[config.mk]
export PLATFORM = sky130hd
export DESIGN_NAME = csv_record_field_parser_top_flat
export DESIGN_NICKNAME = d
export VERILOG_FILES = /design/src/sv/csvp_pkg.sv /design/src/sv/csvp_if.sv /design/src/sv/csv_record_field_parser_top.sv /design/src/sv/csvp_front.sv /design/src/sv/csvp_fifo.sv /design/src/sv/csvp_back.sv /design/src/flat_wrapper.sv
export SDC_FILE = /design/constraint.sdc
export NUM_CORES = 1
export LEC_CHECK = 0
export ABC_AREA = 1
export CORE_UTILIZATION = 69
export CTS_BUF_LIST = sky130_fd_sc_hd__clkbuf_4 sky130_fd_sc_hd__clkbuf_8 sky130_fd_sc_hd__clkbuf_16
export DETAILED_ROUTE_END_ITERATION = 7
export DONT_BUFFER_PORTS = 1
export MAX_ROUTING_LAYER = met4
export PLACE_DENSITY_LB_ADDON = 0.2
export SLEW_MARGIN = 5
export SYNTH_ARGS = -nofsm -noshare
export SYNTH_HDL_FRONTEND = slang
export SYNTH_HIERARCHICAL = 1
export SYNTH_SLANG_ARGS = --single-unit
[constraint.sdc]
create_clock -name clk -period 3.65 [get_ports clk]
set_input_delay 0.5475 -clock clk [delete_from_list [all_inputs] [get_ports clk]]
set_output_delay 0.5475 -clock clk [all_outputs]
set_load 0.01 [all_outputs]
[src/sv/csvp_pkg.sv]
`default_nettype none
// ---------------------------------------------------------------------------
// csvp_pkg
// shared types and constants of the csv record/field parser
// ---------------------------------------------------------------------------
package csvp_pkg;

    localparam logic [7:0] CH_LF       = 8'h0A;
    localparam logic [7:0] CH_CR       = 8'h0D;
    localparam logic [7:0] CH_QUOTE    = 8'h22;
    localparam logic [7:0] DELIM_RESET = 8'd44;

    localparam logic OP_DATA = 1'b0;
    localparam logic OP_END  = 1'b1;

    localparam int QUEUE_DEPTH_DEF = 4;

    typedef enum logic [1:0] {
        KIND_BYTE   = 2'd0,
        KIND_FIELD  = 2'd1,
        KIND_RECORD = 2'd2,
        KIND_STREAM = 2'd3
    } kind_t;

    typedef enum logic [2:0] {
        ST_START_RECORD = 3'd0,
        ST_START_FIELD  = 3'd1,
        ST_IN_FIELD     = 3'd2,
        ST_IN_QUOTED    = 3'd3,
        ST_QUOTE_IN_Q   = 3'd4,
        ST_EAT_LINE_END = 3'd5
    } parse_state_t;

    // results of one input item: cnt of them, in order kind0..kind2
    typedef struct packed {
        logic [1:0] cnt;
        kind_t      kind0;
        kind_t      kind1;
        kind_t      kind2;
        logic [7:0] data;
    } cmd_t;

endpackage
`default_nettype wire

[src/sv/csvp_if.sv]
`default_nettype none
// ---------------------------------------------------------------------------
// csvp_text_if / csvp_token_if
// valid/ready channels for input text bytes and parsed tokens
// ---------------------------------------------------------------------------
interface csvp_text_if;
    logic       valid;
    logic       ready;
    logic       op;
    logic [7:0] in_byte;

    modport source (output valid, output op, output in_byte, input ready);
    modport sink   (input valid, input op, input in_byte, output ready);
endinterface

interface csvp_token_if;
    logic       valid;
    logic       ready;
    logic [1:0] kind;
    logic [7:0] out_byte;
    logic       last;

    modport source (output valid, output kind, output out_byte, output last, input ready);
    modport sink   (input valid, input kind, input out_byte, input last, output ready);
endinterface
`default_nettype wire

[src/sv/csv_record_field_parser_top.sv]
`default_nettype none
// ---------------------------------------------------------------------------
// csv_record_field_parser_top
// excel-dialect csv parser: text bytes in, field bytes and field/record/
// stream end tokens out
// ---------------------------------------------------------------------------
// Each accepted text item yields zero to three tokens, delivered one per
// cycle while token.ready is high, the last one flagged by last. The text
// channel takes one item per cycle as long as the QUEUE_DEPTH-entry command
// queue has room; items with no token (an opening quote, a swallowed line
// end) leave nothing in the queue. The token emitter is the rate limit: an
// item that makes two or three tokens (line end after a field, end of input)
// holds the output until its last token is taken; the queue absorbs such
// bursts. Tokens pass the command queue and then the output register. The
// delimiter register resets to a comma; the user must write it through
// cfg_we/cfg_wdata only while the block is idle, not enforced by the block.
// ---------------------------------------------------------------------------
module csv_record_field_parser_top
    import csvp_pkg::*;
#(
    parameter int QUEUE_DEPTH = QUEUE_DEPTH_DEF
)
(
    input  logic         clk,
    input  logic         rst_n,
    input  logic         cfg_we,
    input  logic [7:0]   cfg_wdata,
    csvp_text_if.sink    text,
    csvp_token_if.source token
);

    logic q_push, q_pop, q_empty, q_full;
    cmd_t q_cmd, q_head;

    csvp_front u_front (
        .clk       (clk),
        .rst_n     (rst_n),
        .cfg_we    (cfg_we),
        .cfg_wdata (cfg_wdata),
        .text      (text),
        .q_full    (q_full),
        .q_push    (q_push),
        .q_cmd     (q_cmd)
    );

    csvp_fifo #(
        .DEPTH (QUEUE_DEPTH)
    ) u_fifo (
        .clk      (clk),
        .rst_n    (rst_n),
        .push     (q_push),
        .push_cmd (q_cmd),
        .pop      (q_pop),
        .head     (q_head),
        .empty    (q_empty),
        .full     (q_full)
    );

    csvp_back u_back (
        .clk     (clk),
        .rst_n   (rst_n),
        .q_head  (q_head),
        .q_empty (q_empty),
        .q_pop   (q_pop),
        .token   (token)
    );

endmodule
`default_nettype wire

[src/sv/csvp_front.sv]
`default_nettype none
// ---------------------------------------------------------------------------
// csvp_front
// accepts text items, runs the parse state machine and queues the
// result commands of each item
// ---------------------------------------------------------------------------
module csvp_front
    import csvp_pkg::*;
(
    input  logic       clk,
    input  logic       rst_n,
    input  logic       cfg_we,
    input  logic [7:0] cfg_wdata,
    csvp_text_if.sink  text,
    input  logic       q_full,
    output logic       q_push,
    output cmd_t       q_cmd
);

    parse_state_t state_reg, state_next, dec_state, bf_state;
    logic [7:0]   delim_reg;
    logic         accept;
    logic         eol, is_delim, is_quote;
    cmd_t         bf_cmd, cmd;

    assign text.ready = !q_full;
    assign accept     = text.valid && text.ready;
    assign eol        = (text.in_byte == CH_LF) || (text.in_byte == CH_CR);
    assign is_delim   = (text.in_byte == delim_reg);
    assign is_quote   = (text.in_byte == CH_QUOTE);

    // first byte of a field, shared by several states
    always_comb
    begin
        bf_cmd       = '{cnt: 2'd0, kind0: KIND_BYTE, kind1: KIND_BYTE, kind2: KIND_BYTE,
                         data: text.in_byte};
        bf_state     = ST_IN_FIELD;
        if (is_delim)
        begin
            bf_cmd.cnt   = 2'd1;
            bf_cmd.kind0 = KIND_FIELD;
            bf_state     = ST_START_FIELD;
        end
        else if (is_quote)
        begin
            bf_state     = ST_IN_QUOTED;
        end
        else
        begin
            bf_cmd.cnt   = 2'd1;
        end
    end

    always_comb
    begin
        cmd       = '{cnt: 2'd0, kind0: KIND_BYTE, kind1: KIND_BYTE, kind2: KIND_BYTE,
                      data: text.in_byte};
        dec_state = state_reg;
        if (text.op == OP_END)
        begin
            dec_state = ST_START_RECORD;
            unique case (state_reg) inside
                ST_START_FIELD, ST_IN_FIELD, ST_IN_QUOTED, ST_QUOTE_IN_Q:
                begin
                    cmd.cnt   = 2'd3;
                    cmd.kind0 = KIND_FIELD;
                    cmd.kind1 = KIND_RECORD;
                    cmd.kind2 = KIND_STREAM;
                end
                default:
                begin
                    cmd.cnt   = 2'd1;
                    cmd.kind0 = KIND_STREAM;
                end
            endcase
        end
        else
        begin
            unique case (state_reg)
                ST_START_FIELD:
                begin
                    if (eol)
                    begin
                        cmd.cnt   = 2'd2;
                        cmd.kind0 = KIND_FIELD;
                        cmd.kind1 = KIND_RECORD;
                        dec_state = ST_START_RECORD;
                    end
                    else
                    begin
                        cmd       = bf_cmd;
                        dec_state = bf_state;
                    end
                end
                ST_IN_FIELD:
                begin
                    if (eol)
                    begin
                        cmd.cnt   = 2'd2;
                        cmd.kind0 = KIND_FIELD;
                        cmd.kind1 = KIND_RECORD;
                        dec_state = ST_START_RECORD;
                    end
                    else if (is_delim)
                    begin
                        cmd.cnt   = 2'd1;
                        cmd.kind0 = KIND_FIELD;
                        dec_state = ST_START_FIELD;
                    end
                    else
                    begin
                        cmd.cnt   = 2'd1;
                    end
                end
                ST_IN_QUOTED:
                begin
                    if (is_quote)
                        dec_state = ST_QUOTE_IN_Q;
                    else
                        cmd.cnt   = 2'd1;
                end
                ST_QUOTE_IN_Q:
                begin
                    // doubled quote, then closing quote followed by delimiter, line end or any other byte
                    if (is_quote)
                    begin
                        cmd.cnt   = 2'd1;
                        dec_state = ST_IN_QUOTED;
                    end
                    else if (is_delim)
                    begin
                        cmd.cnt   = 2'd1;
                        cmd.kind0 = KIND_FIELD;
                        dec_state = ST_START_FIELD;
                    end
                    else if (eol)
                    begin
                        cmd.cnt   = 2'd2;
                        cmd.kind0 = KIND_FIELD;
                        cmd.kind1 = KIND_RECORD;
                        dec_state = ST_EAT_LINE_END;
                    end
                    else
                    begin
                        cmd.cnt   = 2'd1;
                        dec_state = ST_IN_FIELD;
                    end
                end
                ST_EAT_LINE_END:
                begin
                    if (eol)
                        dec_state = ST_EAT_LINE_END;
                    else
                    begin
                        cmd       = bf_cmd;
                        dec_state = bf_state;
                    end
                end
                default:
                begin
                    // start of record; a lone cr emits nothing
                    if (text.in_byte == CH_LF)
                    begin
                        cmd.cnt   = 2'd1;
                        cmd.kind0 = KIND_RECORD;
                        dec_state = ST_START_RECORD;
                    end
                    else if (text.in_byte == CH_CR)
                        dec_state = ST_EAT_LINE_END;
                    else
                    begin
                        cmd       = bf_cmd;
                        dec_state = bf_state;
                    end
                end
            endcase
        end
        state_next = accept ? dec_state : state_reg;
    end

    assign q_push = accept && (cmd.cnt != 2'd0);
    assign q_cmd  = cmd;

    always_ff @(posedge clk or negedge rst_n)
    begin
        if (!rst_n)
        begin
            state_reg <= ST_START_RECORD;
            delim_reg <= DELIM_RESET;
        end
        else
        begin
            state_reg <= state_next;
            if (cfg_we)
                delim_reg <= cfg_wdata;
        end
    end

    a_end_resets_state: assert property (@(posedge clk) disable iff (!rst_n)
        (accept && (text.op == OP_END)) |=> (state_reg == ST_START_RECORD))
        else $error("end of input did not return to start of record");

    a_no_push_when_full: assert property (@(posedge clk) disable iff (!rst_n)
        q_push |-> !q_full)
        else $error("command pushed into full queue");

endmodule
`default_nettype wire

[src/sv/csvp_fifo.sv]
`default_nettype none
// ---------------------------------------------------------------------------
// csvp_fifo
// short command queue between the parse front end and the token emitter
// ---------------------------------------------------------------------------
module csvp_fifo
    import csvp_pkg::*;
#(
    parameter int DEPTH = QUEUE_DEPTH_DEF
)
(
    input  logic clk,
    input  logic rst_n,
    input  logic push,
    input  cmd_t push_cmd,
    input  logic pop,
    output cmd_t head,
    output logic empty,
    output logic full
);

    localparam int IDX_W = (DEPTH > 1) ? $clog2(DEPTH) : 1;
    localparam int CNT_W = $clog2(DEPTH + 1);

    cmd_t             mem_reg [DEPTH];
    logic [IDX_W-1:0] wr_ptr_reg, rd_ptr_reg;
    logic [CNT_W-1:0] count_reg;

    assign empty = (count_reg == CNT_W'(0));
    assign full  = (count_reg == CNT_W'(DEPTH));
    assign head  = mem_reg[rd_ptr_reg];

    always_ff @(posedge clk)
    begin
        if (push)
            mem_reg[wr_ptr_reg] <= push_cmd;
    end

    always_ff @(posedge clk or negedge rst_n)
    begin
        if (!rst_n)
        begin
            wr_ptr_reg <= '0;
            rd_ptr_reg <= '0;
            count_reg  <= '0;
        end
        else
        begin
            if (push)
                wr_ptr_reg <= (wr_ptr_reg == IDX_W'(DEPTH - 1)) ? '0 : wr_ptr_reg + 1'b1;
            if (pop)
                rd_ptr_reg <= (rd_ptr_reg == IDX_W'(DEPTH - 1)) ? '0 : rd_ptr_reg + 1'b1;
            if (push && !pop)
                count_reg <= count_reg + 1'b1;
            else if (pop && !push)
                count_reg <= count_reg - 1'b1;
        end
    end

    a_no_overflow: assert property (@(posedge clk) disable iff (!rst_n)
        push |-> (!full || pop))
        else $error("queue overflow");

    a_no_underflow: assert property (@(posedge clk) disable iff (!rst_n)
        pop |-> !empty)
        else $error("queue underflow");

endmodule
`default_nettype wire

[src/sv/csvp_back.sv]
`default_nettype none
// ---------------------------------------------------------------------------
// csvp_back
// walks the queued commands and drives one token per cycle, while the
// receiver is ready, through an output register
// ---------------------------------------------------------------------------
module csvp_back
    import csvp_pkg::*;
(
    input  logic          clk,
    input  logic          rst_n,
    input  cmd_t          q_head,
    input  logic          q_empty,
    output logic          q_pop,
    csvp_token_if.source  token
);

    logic       valid_reg, valid_next;
    kind_t      kind_reg, kind_next;
    logic [7:0] byte_reg, byte_next;
    logic       last_reg, last_next;
    logic [1:0] pos_reg, pos_next;
    logic       load, take, at_last;
    kind_t      sel_kind;

    assign load    = !valid_reg || token.ready;
    assign take    = load && !q_empty;
    assign at_last = (pos_reg == (q_head.cnt - 2'd1));
    assign q_pop   = take && at_last;

    always_comb
    begin
        case (pos_reg)
            2'd0:    sel_kind = q_head.kind0;
            2'd1:    sel_kind = q_head.kind1;
            default: sel_kind = q_head.kind2;
        endcase
    end

    always_comb
    begin
        valid_next = valid_reg;
        kind_next  = kind_reg;
        byte_next  = byte_reg;
        last_next  = last_reg;
        pos_next   = pos_reg;
        if (load)
            valid_next = take;
        if (take)
        begin
            kind_next = sel_kind;
            byte_next = (sel_kind == KIND_BYTE) ? q_head.data : 8'd0;
            last_next = at_last;
            pos_next  = at_last ? 2'd0 : pos_reg + 2'd1;
        end
    end

    always_ff @(posedge clk or negedge rst_n)
    begin
        if (!rst_n)
        begin
            valid_reg <= 1'b0;
            pos_reg   <= 2'd0;
        end
        else
        begin
            valid_reg <= valid_next;
            pos_reg   <= pos_next;
        end
    end

    always_ff @(posedge clk)
    begin
        kind_reg <= kind_next;
        byte_reg <= byte_next;
        last_reg <= last_next;
    end

    assign token.valid    = valid_reg;
    assign token.kind     = kind_reg;
    assign token.out_byte = byte_reg;
    assign token.last     = last_reg;

    // a partly emitted command stays at the queue head
    a_partial_cmd_held: assert property (@(posedge clk) disable iff (!rst_n)
        (pos_reg != 2'd0) |-> !q_empty)
        else $error("token position set with empty queue");

    a_pos_in_range: assert property (@(posedge clk) disable iff (!rst_n)
        !q_empty |-> (pos_reg < q_head.cnt))
        else $error("token position beyond command length");

    a_pop_marks_last: assert property (@(posedge clk) disable iff (!rst_n)
        q_pop |=> (token.valid && token.last))
        else $error("command retired without last token");

endmodule
`default_nettype wire

[src/flat_wrapper.sv]
// flat-port wrapper written by rule: the top's interface ports become plain ports
module csv_record_field_parser_top_flat import csvp_pkg::*;
#(
    parameter int QUEUE_DEPTH = QUEUE_DEPTH_DEF
)
  (clk, rst_n, cfg_we, cfg_wdata, text_valid, text_op, text_in_byte, text_ready, token_valid, token_kind, token_out_byte, token_last, token_ready);
  csvp_text_if text_i ();
  csvp_token_if token_i ();
  input  logic clk;
  input  logic rst_n;
  input  logic cfg_we;
  input  logic [7:0] cfg_wdata;
  input wire logic [$bits(text_i.valid)-1:0] text_valid;
  input wire logic [$bits(text_i.op)-1:0] text_op;
  input wire logic [$bits(text_i.in_byte)-1:0] text_in_byte;
  output wire logic [$bits(text_i.ready)-1:0] text_ready;
  output wire logic [$bits(token_i.valid)-1:0] token_valid;
  output wire logic [$bits(token_i.kind)-1:0] token_kind;
  output wire logic [$bits(token_i.out_byte)-1:0] token_out_byte;
  output wire logic [$bits(token_i.last)-1:0] token_last;
  input wire logic [$bits(token_i.ready)-1:0] token_ready;
  assign text_i.valid = text_valid;
  assign text_i.op = text_op;
  assign text_i.in_byte = text_in_byte;
  assign text_ready = text_i.ready;
  assign token_valid = token_i.valid;
  assign token_kind = token_i.kind;
  assign token_out_byte = token_i.out_byte;
  assign token_last = token_i.last;
  assign token_i.ready = token_ready;
  csv_record_field_parser_top #(.QUEUE_DEPTH(QUEUE_DEPTH)) u_core (.clk(clk), .rst_n(rst_n), .cfg_we(cfg_we), .cfg_wdata(cfg_wdata), .text(text_i), .token(token_i));
endmodule
==> results list <==
- Post-Place Worst Slack: 0.815 ns
* Cell repeated most along the worst path: nand2_1
- Once the floorplan was initialized, standard cells occupied 71.4% of the core.
- Entering global routing, the biggest net connects 41 pins.
- Crit path arrival time: 3.09 ns
* Number of setup violations in the final report: 0
- Final routed wire length divided by cell count: 14.2 um
* Highest clock rate: 352 MHz
- # clock sinks: 96
- Per report_power, the clock group accounts for 17.6% of the total.
- Floorplan die height: 85.6 um
- By area the synthesized netlist is led by edfxtp_1 47%, nand2_1 10%, dfrtp_1 9.3%.
- Together, buffers and inverters on the worst path number 4.
* Via count of the first global-routing pass: 2855
- Antenna violations before repair: 0
- Synthesis produced a netlist with a net count of 512.
* Total number of vias: 2994
* Placed wire-length estimate after detailed placement: 5590 um
* Max reg flops: 64
- Of the cells placed in the final design, the portion with a size suffix greater than 1 is 12.7%.
- Type of the worst setup path: register to register
- H-tree lvl count: 3
- Routed via count divided by cell count: 5.36
* Max Clock Skew: 0.0209 ns
* Antenna cell count: 0
- Of all flip-flops after synthesis, the portion carrying an async set or reset was 21.9%.
- Routed Antenna Nets: 0
- In this run the mean area of a mapped cell was 10.0 um2.
- The tool flagged a number of max-cap violations equal to 0.
- Net switching is 38.2% of the power.
* Clock tree from TritonCTS: yes
* Cell area after layout: 0.00498 mm2
* Crit Reg-Reg Startpoint: u_core/u_fifo/rd_ptr_reg[0]
* Max Buffers Root-to-Sink: 2
- Combinational power share: 37.2%
- Final #Nets: 505
- Mapped Cells: 481
* Final Worst Setup Slack: 0.813 ns
- After floorplanning, the core was sized to cover 0.00676 mm2.
* Internal power contribution: 0.00240 W
- The worst setup path is captured at a register.
- After routing, the total negative slack on setup checks comes to 0 ns.
- After the first detailed-routing iteration, the DRC count stood at 171.
- Leakage: 2.27 nW
* Net switching power: 0.00148 W
* Top fanout value on the critical path: 40
- The cell area that synthesis handed to floorplanning was 0.00482 mm2.
- The synthesized design contains 96 register bits.
* Share of the synthesized area in the top cell type: 46.7%
* Global-route wire length before repair: 13000 um
- For the worst flop-to-flop path, the logic depth is 15.
- The endpoint identified for the worst register-to-register timing path is u_core/u_fifo/count_reg[1].
- Required time of the worst setup path: 3.91 ns
- The die covers 0.00732 mm2.
- Area Overhead vs Synth: 3.22%
* Min Clock Period, post-route: 2.84 ns
- The signal on the critical path passes through inv_2 -> nand2_1 -> o211ai_1 -> nand2_1 -> inv_1 -> nand2_1 -> nand3_1 -> nand3_1 -> nor2_1 -> inv_1 -> ha_1 -> inv_1 -> fa_1 -> nand2_1 -> nand2_1.
* Post-route clock period utilization: 77.7%
* Number of slew-limit violations in the final report: 0
- Total congestion overflow after global routing: 0
- Transition time at the pin with the least slew margin: 0.925 ns
- Measured along the x axis, the die boundary spans 85.6 um.
- Number of warning messages in the yosys log: 6
* Library cell occupying the most area in the post-synthesis netlist: edfxtp_1
- In the routed design, unresolved DRC markers number 0.
- The root buffer cell chosen for the clock tree is clkbuf_8.
- # rows: 30
- Yosys mapped a number of flops with a built-in enable equal to 75.
* Number of distinct library cell variants in the gate-level netlist after synthesis: 38
- Rel. slew slack: 38.1%
- RSZ-0062 raised after global routing: no
- The worst setup path is launched from a register.
- In the final layout, the multi-input gates occupy 0.00151 mm2.
- Clock Pin Slew Worst Setup and Hold Paths: 0.10 ns
- In the global route stage, overall resource usage came out at 24.5%.
- Worst vdd rail ir drop: 0.000342 V
* Status: completed
* Ys flop type: edfxtp_1
* Sequential element share of the synthesized area: 57.7%
- The total count of hold-check failures in the final report was 0.
- Worst reg-to-reg setup slack: 0.81 ns
- The first detailed-routing pass took 4 iterations.
- Footprint of the flip-flops and latches: 0.00278 mm2
- Placed standard-cell area: 0.00476 mm2
* CTS resizes: 0
- The clock reaches the later pin of the worst-skew pair after 0.35 ns.
- Sequential group share of total power: 45.2%
- The filler cells instantiated in the layout total 469.
* Gpl congestion: 0.891
- The largest single stage delay on the critical path is 0.45 ns.
- The number of clock buffers added by TritonCTS is 9.
- Pin placement for this block handled 35 I/O pins.
- Input and output buffers added on the ports amount to 0.
* Critical path's top delay family: simple AND/OR/NAND/NOR gates
- Wires add up to 7960 um.
- Post-CTS Setup Repair Bufs: 0
- Number of hold buffers added after CTS: 1
* Master of the slowest instance on the critical path: inv_2
- The path class of the tightest hold or removal check is input port to async pin.
- Pwr/cell area: 780 mW/mm2
## cells in the final DEF, fill, tap and decap left out, drive strengths merged
cell,count
nor3,2
conb,1
edfxtp,75
nor4,1
dlygate4sd3,1
fa,1
nand3,16
xnor2,4
nor2,26
o21ai,16
clkinv,2
buf,3
mux2,3
dfrtp,18
nand2,141
bufinv,1
o31ai,1
ha,8
clkbuf,12
clkinvlp,1
nand4,2
a21oi,8
inv,94
o211ai,32
dfstp,3
nand3b,6
a31oi,1
## layout make-up
class                           count  share of cell area [%]
Inverter                           94                    7.09
Multi-Input combinational cell    269                    30.3
Clock inverter                      4                    1.11
Clock buffer                       12                    2.94
Sequential cell                    96                    55.9
Tap cell                           80                    2.01
Timing Repair Buffer                4                   0.654
## power by group through the flow
stage	combinational (W)	sequential [W]	clock (W)
floorplan	0.00124	0.00173	0
global placement	0.00139	0.00177	0
detailed placement	0.00144	0.00178	0
CTS	0.00145	0.00176	0.000700
global route	0.00166	0.00179	0.000736
finish	0.00144	0.00175	0.000685
## logic make-up (layout without fill, tap and decap cells)
kind of cell    count (synthesis)  after routing  share of synthesized area [%]
compound gates                 58             58                           7.92
xor+xnor                        4              4                          0.727
fa+ha+maj                       9              9                           2.49
buf+inv                       116            114                           11.0
flops                          96             96                           57.7
mux                             3              3                          0.701
other cells                     1              1                         0.0778
simple gates                  194            194                           19.4
## cells in the mapped netlist (6+ instances only)
cell type and number:
nand2_1 130, edfxtp_1 75, nand2_2 7, inv_1 85, inv_2 8, o211ai_1 32
nand3_1 14, ha_1 8, dfrtp_1 18, buf_6 6, buf_4 13, nor2_1 17
a21oi_1 6, o21ai_0 13
## worst register-to-register path, delay by kind of cell (launching register included)
kind | cells | cell delay [ns]
adders and majority gates | 2 | 0.58
buffers and inverters | 4 | 0.72
AOI/OAI and AO/OA | 1 | 0.11
and+or+nand+nor | 8 | 0.92
DFF | 1 | 0.42
## metrics by stage
stage | util, % | hold slack, ns | power, W | instances
global route | 73.6 | 0.00110 | 0.00418 | 559
global placement | 70.5 | 0.253 | 0.00316 | 542
detailed placement | 70.5 | 0.253 | 0.00322 | 542
finish | 73.6 | 0.0376 | 0.00388 | 559
floorplan | - | 0.252 | 0.00297 | 481
CTS | 73.6 | 0.0151 | 0.00391 | 559
## layer usage
layer  track usage [%]  routed length [um]  vias to the layer above
met3              5.39                 350                        4
met1              31.5                3560                     1390
li1                  -                   -                     1531
met4              7.27                  50                        0
met5                 -                   0                        -
met2              39.4                4000                       69
## worst max-delay path by stage
stage	slack, ns	from	end	cells after the start
6_report	0.81	u_core/u_fifo/rd_ptr_reg[0]	u_core/u_fifo/count_reg[1]	15
5_1_grt	0.50	u_core/u_fifo/rd_ptr_reg[0]	u_core/u_fifo/count_reg[2]	18
4_1_cts	0.80	u_core/u_fifo/rd_ptr_reg[0]	u_core/u_fifo/count_reg[1]	15
3_5_place_dp	0.82	u_core/u_fifo/rd_ptr_reg[0]	u_core/u_fifo/count_reg[1]	15
3_3_place_gp	0.98	u_core/u_fifo/rd_ptr_reg[0]	u_core/u_fifo/count_reg[1]	15
2_1_floorplan	1.09	text_in_byte[6]	u_core/u_fifo/count_reg[2]	18
No activity file was read; power rests on OpenSTA's default activity.
